[config.mk]
export PLATFORM = sky130hd
export DESIGN_NAME = stereo_trim_saturate_dither
export DESIGN_NICKNAME = d
export VERILOG_FILES = /design/src/sv/stsd_pkg.sv /design/src/sv/stsd_mul.sv /design/src/sv/stsd_div.sv /design/src/sv/stsd_noise.sv /design/src/sv/stereo_trim_saturate_dither.sv
export SDC_FILE = /design/constraint.sdc
export NUM_CORES = 2
export LEC_CHECK = 0
export BUFFER_PORTS_ARGS = -buffer_cell sky130_fd_sc_hd__buf_2
export CORE_AREA = 3 3 324 326
export DETAILED_ROUTE_END_ITERATION = 12
export DIE_AREA = 0 0 327 329
export PLACE_DENSITY = 0.67
export SLEW_MARGIN = 20
export SYNTH_ARGS = -nofsm -noshare
export SYNTH_HDL_FRONTEND = slang
export SYNTH_HIERARCHICAL = 1
export SYNTH_SLANG_ARGS = --single-unit
[constraint.sdc]
create_clock -name clk -period 15 [get_ports clk]
set_input_delay 4.5 -clock clk [delete_from_list [all_inputs] [get_ports clk]]
set_output_delay 4.5 -clock clk [all_outputs]
set_load 0.03 [all_outputs]
[src/sv/stsd_pkg.sv]
// Shared constants and helpers for the stereo trim / soft clip / dither block.
`default_nettype none
package stsd_pkg;

  localparam int DEF_MAX_BLOCK   = 4096;
  localparam int DEF_SAMPLE_BITS = 24;

  localparam int GAIN_W     = 17;
  localparam int GAIN_FRAC  = 16;
  localparam int FL_W       = 12;
  localparam int BL_W       = 13;
  localparam int GUARD_BITS = 8;
  localparam int NOISE_W    = 32;

  localparam logic [GAIN_W-1:0] UNITY_GAIN = 17'h10000;

  localparam logic [NOISE_W-1:0] SEED_LEFT  = 32'h2545F491;
  localparam logic [NOISE_W-1:0] SEED_RIGHT = 32'h6C8E9CF5;

  localparam int CFG_IDX_W  = 2;
  localparam int CFG_DATA_W = 17;

  localparam logic [CFG_IDX_W-1:0] REG_TRIM_GAIN     = 2'd0;
  localparam logic [CFG_IDX_W-1:0] REG_DITHER_ENABLE = 2'd1;

  // one xorshift32 step, shifts 13, 17, 5
  function automatic logic [NOISE_W-1:0] xorshift32(input logic [NOISE_W-1:0] s);
    logic [NOISE_W-1:0] t;
    t = s ^ (s << 13);
    t = t ^ (t >> 17);
    t = t ^ (t << 5);
    return t;
  endfunction

endpackage
`default_nettype wire

[src/sv/stsd_mul.sv]
// Shared signed multiplier with a registered product.
`default_nettype none
module stsd_mul #(
  parameter int W = 26
) (
  input  wire logic                  clk,
  input  wire logic signed [W-1:0]   a,
  input  wire logic signed [W-1:0]   b,
  output logic signed [2*W-1:0]      p
);

  always_ff @(posedge clk) begin
    p <= a * b;
  end

endmodule
`default_nettype wire

[src/sv/stsd_div.sv]
// Restoring divider, one quotient bit per cycle, for the gain ramp.
`default_nettype none
module stsd_div
  import stsd_pkg::*;
(
  input  wire logic                     clk,
  input  wire logic                     rst,
  input  wire logic                     start,
  input  wire logic [GAIN_W+BL_W-1:0]   num,
  input  wire logic [BL_W-1:0]          den,
  output logic                          done,
  output logic [GAIN_W-1:0]             quo
);

  localparam int NW  = GAIN_W + BL_W;
  localparam int CW  = $clog2(GAIN_W + 1);

  logic [NW-1:0] rem;
  logic [NW-1:0] dsh;
  logic [CW-1:0] cnt;
  logic          busy;
  logic          ge;

  // quotient is known to fit GAIN_W bits, so the divisor starts shifted by GAIN_W-1
  assign ge = (rem >= dsh);

  always_ff @(posedge clk) begin
    if (rst) begin
      busy <= 1'b0;
      done <= 1'b0;
      cnt  <= '0;
    end else begin
      done <= 1'b0;
      if (start) begin
        busy <= 1'b1;
        cnt  <= CW'(GAIN_W);
      end else if (busy) begin
        cnt <= cnt - CW'(1);
        if (cnt == CW'(1)) begin
          busy <= 1'b0;
          done <= 1'b1;
        end
      end
    end
  end

  always_ff @(posedge clk) begin
    if (start) begin
      rem <= num;
      dsh <= NW'(den) << (GAIN_W - 1);
      quo <= '0;
    end else if (busy) begin
      if (ge) begin
        rem <= rem - dsh;
      end
      dsh <= dsh >> 1;
      quo <= {quo[GAIN_W-2:0], ge};
    end
  end

endmodule
`default_nettype wire

[src/sv/stsd_noise.sv]
// Per-channel xorshift32 noise generators.
`default_nettype none
module stsd_noise
  import stsd_pkg::*;
(
  input  wire logic                clk,
  input  wire logic                rst,
  input  wire logic                adv,
  output logic [NOISE_W-1:0]       left_state,
  output logic [NOISE_W-1:0]       right_state
);

  always_ff @(posedge clk) begin
    if (rst) begin
      left_state  <= SEED_LEFT;
      right_state <= SEED_RIGHT;
    end else if (adv) begin
      left_state  <= xorshift32(left_state);
      right_state <= xorshift32(right_state);
    end
  end

endmodule
`default_nettype wire

[src/sv/stereo_trim_saturate_dither.sv]
// Top level: gain ramp, soft clip and dither sequenced over a shared multiplier.
//
//   channel  signals                                   direction  handshake
//   in       sample_left/right, first_in_block,        into block valid/stall
//            frames_left, block_length
//   out      out_left, out_right                       out of     valid/stall
//   cfg      cfg_write_en, cfg_index, cfg_data         into block write only
//
// For each frame, three multiply steps build the ramp numerator,
// the 17-step divider forms the frame gain, then each channel takes four steps
// through the shared multiplier (scale, clamp, shape, dither and saturate).
// Synchronous active-high reset restores unity gains, dither on and the seeds.
// A result waits in the output register under stall; the next word is taken
// meanwhile and holds in its last step until the output register frees.
`default_nettype none
module stereo_trim_saturate_dither
  import stsd_pkg::*;
#(
  parameter int MAX_BLOCK   = DEF_MAX_BLOCK,
  parameter int SAMPLE_BITS = DEF_SAMPLE_BITS
) (
  input  wire logic                          clk,
  input  wire logic                          rst,
  input  wire logic                          in_valid,
  output logic                               in_stall,
  input  wire logic signed [SAMPLE_BITS-1:0] sample_left,
  input  wire logic signed [SAMPLE_BITS-1:0] sample_right,
  input  wire logic                          first_in_block,
  input  wire logic [FL_W-1:0]               frames_left,
  input  wire logic [BL_W-1:0]               block_length,
  output logic                               out_valid,
  input  wire logic                          out_stall,
  output logic signed [SAMPLE_BITS-1:0]      out_left,
  output logic signed [SAMPLE_BITS-1:0]      out_right,
  input  wire logic                          cfg_write_en,
  input  wire logic [CFG_IDX_W-1:0]          cfg_index,
  input  wire logic [CFG_DATA_W-1:0]         cfg_data
);

  localparam int F  = SAMPLE_BITS - 1;
  localparam int MW = SAMPLE_BITS + 2;
  localparam int PW = 2 * MW;
  localparam int YW = SAMPLE_BITS + 1;
  localparam int NW = GAIN_W + BL_W;

  localparam logic signed [PW-1:0] ONE_P     = PW'(1) << F;
  localparam logic signed [PW-1:0] NEG_ONE_P = -(PW'(1) << F);
  localparam logic signed [PW-1:0] MAX_OUT_P = (PW'(1) << F) - PW'(1);
  localparam logic signed [MW-1:0] TWO_M     = MW'(1) << SAMPLE_BITS;

  localparam logic [3:0] S_IDLE  = 4'd0;
  localparam logic [3:0] S_NUM0  = 4'd1;
  localparam logic [3:0] S_NUM1  = 4'd2;
  localparam logic [3:0] S_NUM2  = 4'd3;
  localparam logic [3:0] S_DIV   = 4'd4;
  localparam logic [3:0] S_DIVW  = 4'd5;
  localparam logic [3:0] S_SCALE = 4'd6;
  localparam logic [3:0] S_CLAMP = 4'd7;
  localparam logic [3:0] S_SHAPE = 4'd8;
  localparam logic [3:0] S_FIN   = 4'd9;
  localparam logic [3:0] S_OUT   = 4'd10;

  logic [3:0]   state;
  logic [3:0]   state_next;
  logic         ch;

  logic [GAIN_W-1:0] trim_gain;
  logic              dither_enable;
  logic [GAIN_W-1:0] previous_gain;
  logic [GAIN_W-1:0] target_gain;
  logic [GAIN_W-1:0] gain;

  logic [BL_W-1:0] fl_r;
  logic [BL_W-1:0] bl_r;
  logic [BL_W-1:0] span_r;
  logic [NW-1:0]   num;

  logic signed [SAMPLE_BITS-1:0] x_left;
  logic signed [SAMPLE_BITS-1:0] x_right;
  logic signed [YW-1:0]          y;
  logic signed [SAMPLE_BITS-1:0] res_left;
  logic signed [SAMPLE_BITS-1:0] res_right;

  logic in_accept;
  logic div_start;
  logic div_done;
  logic [GAIN_W-1:0] div_quo;

  logic [BL_W-1:0] bl_nz;
  logic [BL_W-1:0] bl_sat;
  logic [BL_W-1:0] fl_sat;

  logic signed [MW-1:0] mul_a;
  logic signed [MW-1:0] mul_b;
  logic signed [PW-1:0] prod;

  logic [NOISE_W-1:0]   left_noise_state;
  logic [NOISE_W-1:0]   right_noise_state;
  logic [NOISE_W-1:0]   noise_word;
  logic signed [8:0]    noise;

  logic signed [PW-1:0] y_wide;
  logic signed [PW-1:0] y_clamped;
  logic signed [MW-1:0] shape_m;
  logic signed [PW-1:0] shaped;
  logic signed [PW-1:0] dithered;
  logic signed [PW-1:0] trunc;
  logic signed [PW-1:0] sat;

  assign in_stall  = (state != S_IDLE);
  assign in_accept = in_valid && !in_stall;
  assign div_start = (state == S_DIV);

  // block length: zero reads as one, long blocks saturate; frames_left capped to it
  always_comb begin
    bl_nz  = (block_length == '0) ? BL_W'(1) : block_length;
    bl_sat = (32'(bl_nz) > MAX_BLOCK) ? BL_W'(MAX_BLOCK) : bl_nz;
    fl_sat = (BL_W'(frames_left) > bl_sat) ? bl_sat : BL_W'(frames_left);
  end

  stsd_mul #(.W(MW)) u_mul (
    .clk (clk),
    .a   (mul_a),
    .b   (mul_b),
    .p   (prod)
  );

  stsd_div u_div (
    .clk   (clk),
    .rst   (rst),
    .start (div_start),
    .num   (num),
    .den   (bl_r),
    .done  (div_done),
    .quo   (div_quo)
  );

  stsd_noise u_noise (
    .clk         (clk),
    .rst         (rst),
    .adv         (in_accept),
    .left_state  (left_noise_state),
    .right_state (right_noise_state)
  );

  // y*(2-y) above zero, y*(y+2) below; zero gives zero either way
  assign shape_m = y[YW-1] ? (MW'(y) + TWO_M) : (TWO_M - MW'(y));

  always_comb begin
    case (state)
      S_NUM0: begin
        mul_a = $signed(MW'(previous_gain));
        mul_b = $signed(MW'(fl_r));
      end
      S_NUM1: begin
        mul_a = $signed(MW'(target_gain));
        mul_b = $signed(MW'(span_r));
      end
      S_SCALE: begin
        mul_a = ch ? MW'(x_right) : MW'(x_left);
        mul_b = $signed(MW'(gain));
      end
      S_SHAPE: begin
        mul_a = MW'(y);
        mul_b = shape_m;
      end
      default: begin
        mul_a = '0;
        mul_b = '0;
      end
    endcase
  end

  // top nine generator bits, centred: value - 256 is the MSB inverted
  assign noise_word = ch ? right_noise_state : left_noise_state;
  assign noise      = $signed({~noise_word[NOISE_W-1], noise_word[NOISE_W-2:NOISE_W-9]});

  always_comb begin
    y_wide = prod >>> GAIN_FRAC;
    if (y_wide > ONE_P) begin
      y_clamped = ONE_P;
    end else if (y_wide < NEG_ONE_P) begin
      y_clamped = NEG_ONE_P;
    end else begin
      y_clamped = y_wide;
    end
    shaped   = prod >>> (F - GUARD_BITS);
    dithered = shaped + (dither_enable ? PW'(noise) : PW'(0));
    trunc    = dithered >>> GUARD_BITS;
    if (trunc > MAX_OUT_P) begin
      sat = MAX_OUT_P;
    end else if (trunc < NEG_ONE_P) begin
      sat = NEG_ONE_P;
    end else begin
      sat = trunc;
    end
  end

  always_comb begin
    state_next = state;
    case (state)
      S_IDLE:  if (in_accept) state_next = S_NUM0;
      S_NUM0:  state_next = S_NUM1;
      S_NUM1:  state_next = S_NUM2;
      S_NUM2:  state_next = S_DIV;
      S_DIV:   state_next = S_DIVW;
      S_DIVW:  if (div_done) state_next = S_SCALE;
      S_SCALE: state_next = S_CLAMP;
      S_CLAMP: state_next = S_SHAPE;
      S_SHAPE: state_next = S_FIN;
      S_FIN:   state_next = ch ? S_OUT : S_SCALE;
      S_OUT:   if (!out_valid || !out_stall) state_next = S_IDLE;
      default: state_next = S_IDLE;
    endcase
  end

  always_ff @(posedge clk) begin
    if (rst) begin
      state         <= S_IDLE;
      ch            <= 1'b0;
      out_valid     <= 1'b0;
      trim_gain     <= UNITY_GAIN;
      dither_enable <= 1'b1;
      previous_gain <= UNITY_GAIN;
      target_gain   <= UNITY_GAIN;
    end else begin
      state <= state_next;
      if (cfg_write_en) begin
        case (cfg_index)
          REG_TRIM_GAIN:     trim_gain <= (cfg_data > UNITY_GAIN) ? UNITY_GAIN : cfg_data;
          REG_DITHER_ENABLE: dither_enable <= cfg_data[0];
          default:           ;
        endcase
      end
      if (in_accept && first_in_block) begin
        previous_gain <= target_gain;
        target_gain   <= trim_gain;
      end
      if (state == S_DIVW) begin
        ch <= 1'b0;
      end else if (state == S_FIN) begin
        ch <= ~ch;
      end
      if (state == S_OUT && (!out_valid || !out_stall)) begin
        out_valid <= 1'b1;
      end else if (out_valid && !out_stall) begin
        out_valid <= 1'b0;
      end
    end
  end

  always_ff @(posedge clk) begin
    if (in_accept) begin
      x_left  <= sample_left;
      x_right <= sample_right;
      fl_r    <= fl_sat;
      bl_r    <= bl_sat;
      span_r  <= bl_sat - fl_sat;
    end
    case (state)
      S_NUM1:  num <= prod[NW-1:0];
      S_NUM2:  num <= num + prod[NW-1:0];
      S_CLAMP: y   <= $signed(y_clamped[YW-1:0]);
      S_FIN: begin
        if (ch) begin
          res_right <= $signed(sat[SAMPLE_BITS-1:0]);
        end else begin
          res_left <= $signed(sat[SAMPLE_BITS-1:0]);
        end
      end
      default: ;
    endcase
    if (state == S_DIVW && div_done) begin
      gain <= div_quo;
    end
    if (state == S_OUT && (!out_valid || !out_stall)) begin
      out_left  <= res_left;
      out_right <= res_right;
    end
  end

endmodule
`default_nettype wire

==> run metrics <==
status complete, no violations; first-pass GRT wire length 211 mm; fraction of layout cells with a size suffix above 1 8.36%; Crit Path Max Fanout 26; setup bufs post-CTS 0; clk buf depth 3; critical path type reg -> reg; initial core utilization 50.0%; GRT met3 Usage 3.54%; share of the synthesized area in the top cell type 28.0%; post-synthesis sequential area ratio 25.9%; Worst Setup Start Kind register; fill count 8997; CTS tree yes; nets@finish 6363; clock root cell clkbuf_16; Slowest Stage Delay on Critical Path 590 ps; Buffers on Ports 147; I/O pin count 148; post-DR vias/cell 5.49; Arrival @ worst endpoint 9970 ps; H-tree Lvls 2; slowest cell on the critical path fa_1; DIE WIDTH 327 µm; First-pass DRT Iterations 8; CP required 15540 ps; maximum resistive drop on vdd 0.121 mV; Lkg Pwr 24.8 nW; CTS Sinks 512; top cells by instance count after synthesis inv_1, fa_1, nand2_1; Tcrit/Tclk final 62.8%; Yosys warnings 6; via count 36800; cts bufs inserted 57; wire length per cell 19.7 µm; antenna viol nets, final 0; Post-Syn Area 51000 µm²; Post-Route Setup TNS 0 ps; routed wire length 132 mm; element type at the critical path end register; largest net degree at the start of global routing 105; # hold bufs at CTS 0; Synth Instances 5247; RSZ-0062 raised after global routing no; Main synth FF type edfxtp_1; flops & latches, synth 512; PnR worst setup slack 5570 ps; Post-Layout Cell Count 6703; Pwr per Cell Area 91.2 nW/µm²; gr busiest metal met2; dpl ws 5450 ps; gr usage total 24.7%; Worst Max-Slew Pin Slew 1030 ps; DRC Markers 0; Max Cap Viol 0; # resized after CTS 0; detailed router's first-iteration violation count 2567; Placed Cells incl. Taps 6594; Clock Latency Late Sink 690 ps; Slew Limit Fails 0; final hold violations 0; Final min period 9430 ps; DP Area 53400 µm²; mean post-synth cell area 9.73 µm²; Post-synth EDFFs 298; Die ar. 108000 µm²; CP delay by family, top adder cells; top post-synthesis cells by area fa_1, edfxtp_1, dfxtp_1; synth unique cells 96; Max Freq 106 MHz; Post-DP HPWL 100 mm; Final Core Density 54.3%; Crit path top cell by count fa_1; Power Total 5.05 mW; GRT Residual Overflow 0; CP Buf/Inv Count 4; most numerous cell in the Yosys netlist inv_1; Hold Slack 392 ps; Placer Congestion 0.913; relative slew slack 30.8%; Core Region 102000 µm²; vias in the first global route 38300; worst clock skew 81.6 ps; area leader, netlist fa_1; Area Growth Syn to Fin 8.62%; Row Count 117; fin area 55400 µm²; antenna violations before repair 3; endpoints failing setup 0; worst min path class reg -> reg; met2 usage 42.3%; Async SR Flop Fraction 0%; Die Y-Extent 329 µm; met1 GRT Util 32.6%; CTS clock-pin slew for the worst setup and hold paths 80 ps
cell families after synthesis:
kind of cell,count (synthesis),share of synthesized area [%]
buf+inv,1064,7.97
fa+ha+maj,980,34.5
other cells,1,0.00735
flops,512,25.9
mux,120,2.40
compound gates,751,9.43
xor+xnor,284,5.43
simple gates,1535,14.3
area by class of cell:
class	instances	area, µm²	share of cell area [%]
Clock buffer	78	1640	2.96
Tap cell	1368	1710	3.09
Timing Repair Buffer	222	1300	2.35
Clock inverter	30	344	0.621
Antenna cell	1	2.50	0.00451
Inverter	816	3060	5.53
Sequential cell	512	13200	23.9
Multi-Input combinational cell	3676	34100	61.6
path summary, 6_finish.rpt:
kind / end / depth (start not counted) / start / slack [ps]
setup reg to reg: u_mul/p[49] / 30 / y[0] / 5570
hold / removal: gain[16] / 0 / u_div/quo[16] / 390
setup / recovery: u_mul/p[49] / 30 / y[0] / 5570
hold reg to reg: gain[16] / 0 / u_div/quo[16] / 390
layout by cell type, fill, tap and decap left out, types with 60 or more instances in the layout:
cell,count
nor2b_1,74
buf_2,146
o21ai_0,140
and2_1,293
mux2i_1,102
edfxtp_1,298
xor2_1,91
fa_1,713
buf_4,76
clkbuf_16,60
nor2_1,240
dfxtp_1,212
ha_1,267
a21oi_1,222
xnor2_1,170
nand2_1,663
inv_1,816
routing by layer:
layer  vias up  routed length (µm)  part of all wire, %
met2      1107               64200                   49
met3       251                8010                  6.1
met4         0                3930                  3.0
met1     18500               55800                   42
met5         -                   0                    0
li1      16900                   -                    -
state kept, by name, summed over array words and instances (netlist names), 25 cells and up:
| register | flops |
|---|---|
| u_mul/p | 52 |
| u_noise/left_state | 32 |
| u_noise/right_state | 32 |
| num | 30 |
| u_div/rem | 30 |
| u_div/dsh | 29 |
| y | 25 |
power breakdown:
group / internal (mW) / switching [mW] / total (mW)
combinational: 0.741 / 0.991 / 1.73
sequential: 1.69 / 0.171 / 1.86
clock: 0.857 / 0.608 / 1.46
total: 3.28 / 1.77 / 5.05
Power figures use the tool's default switching activity.
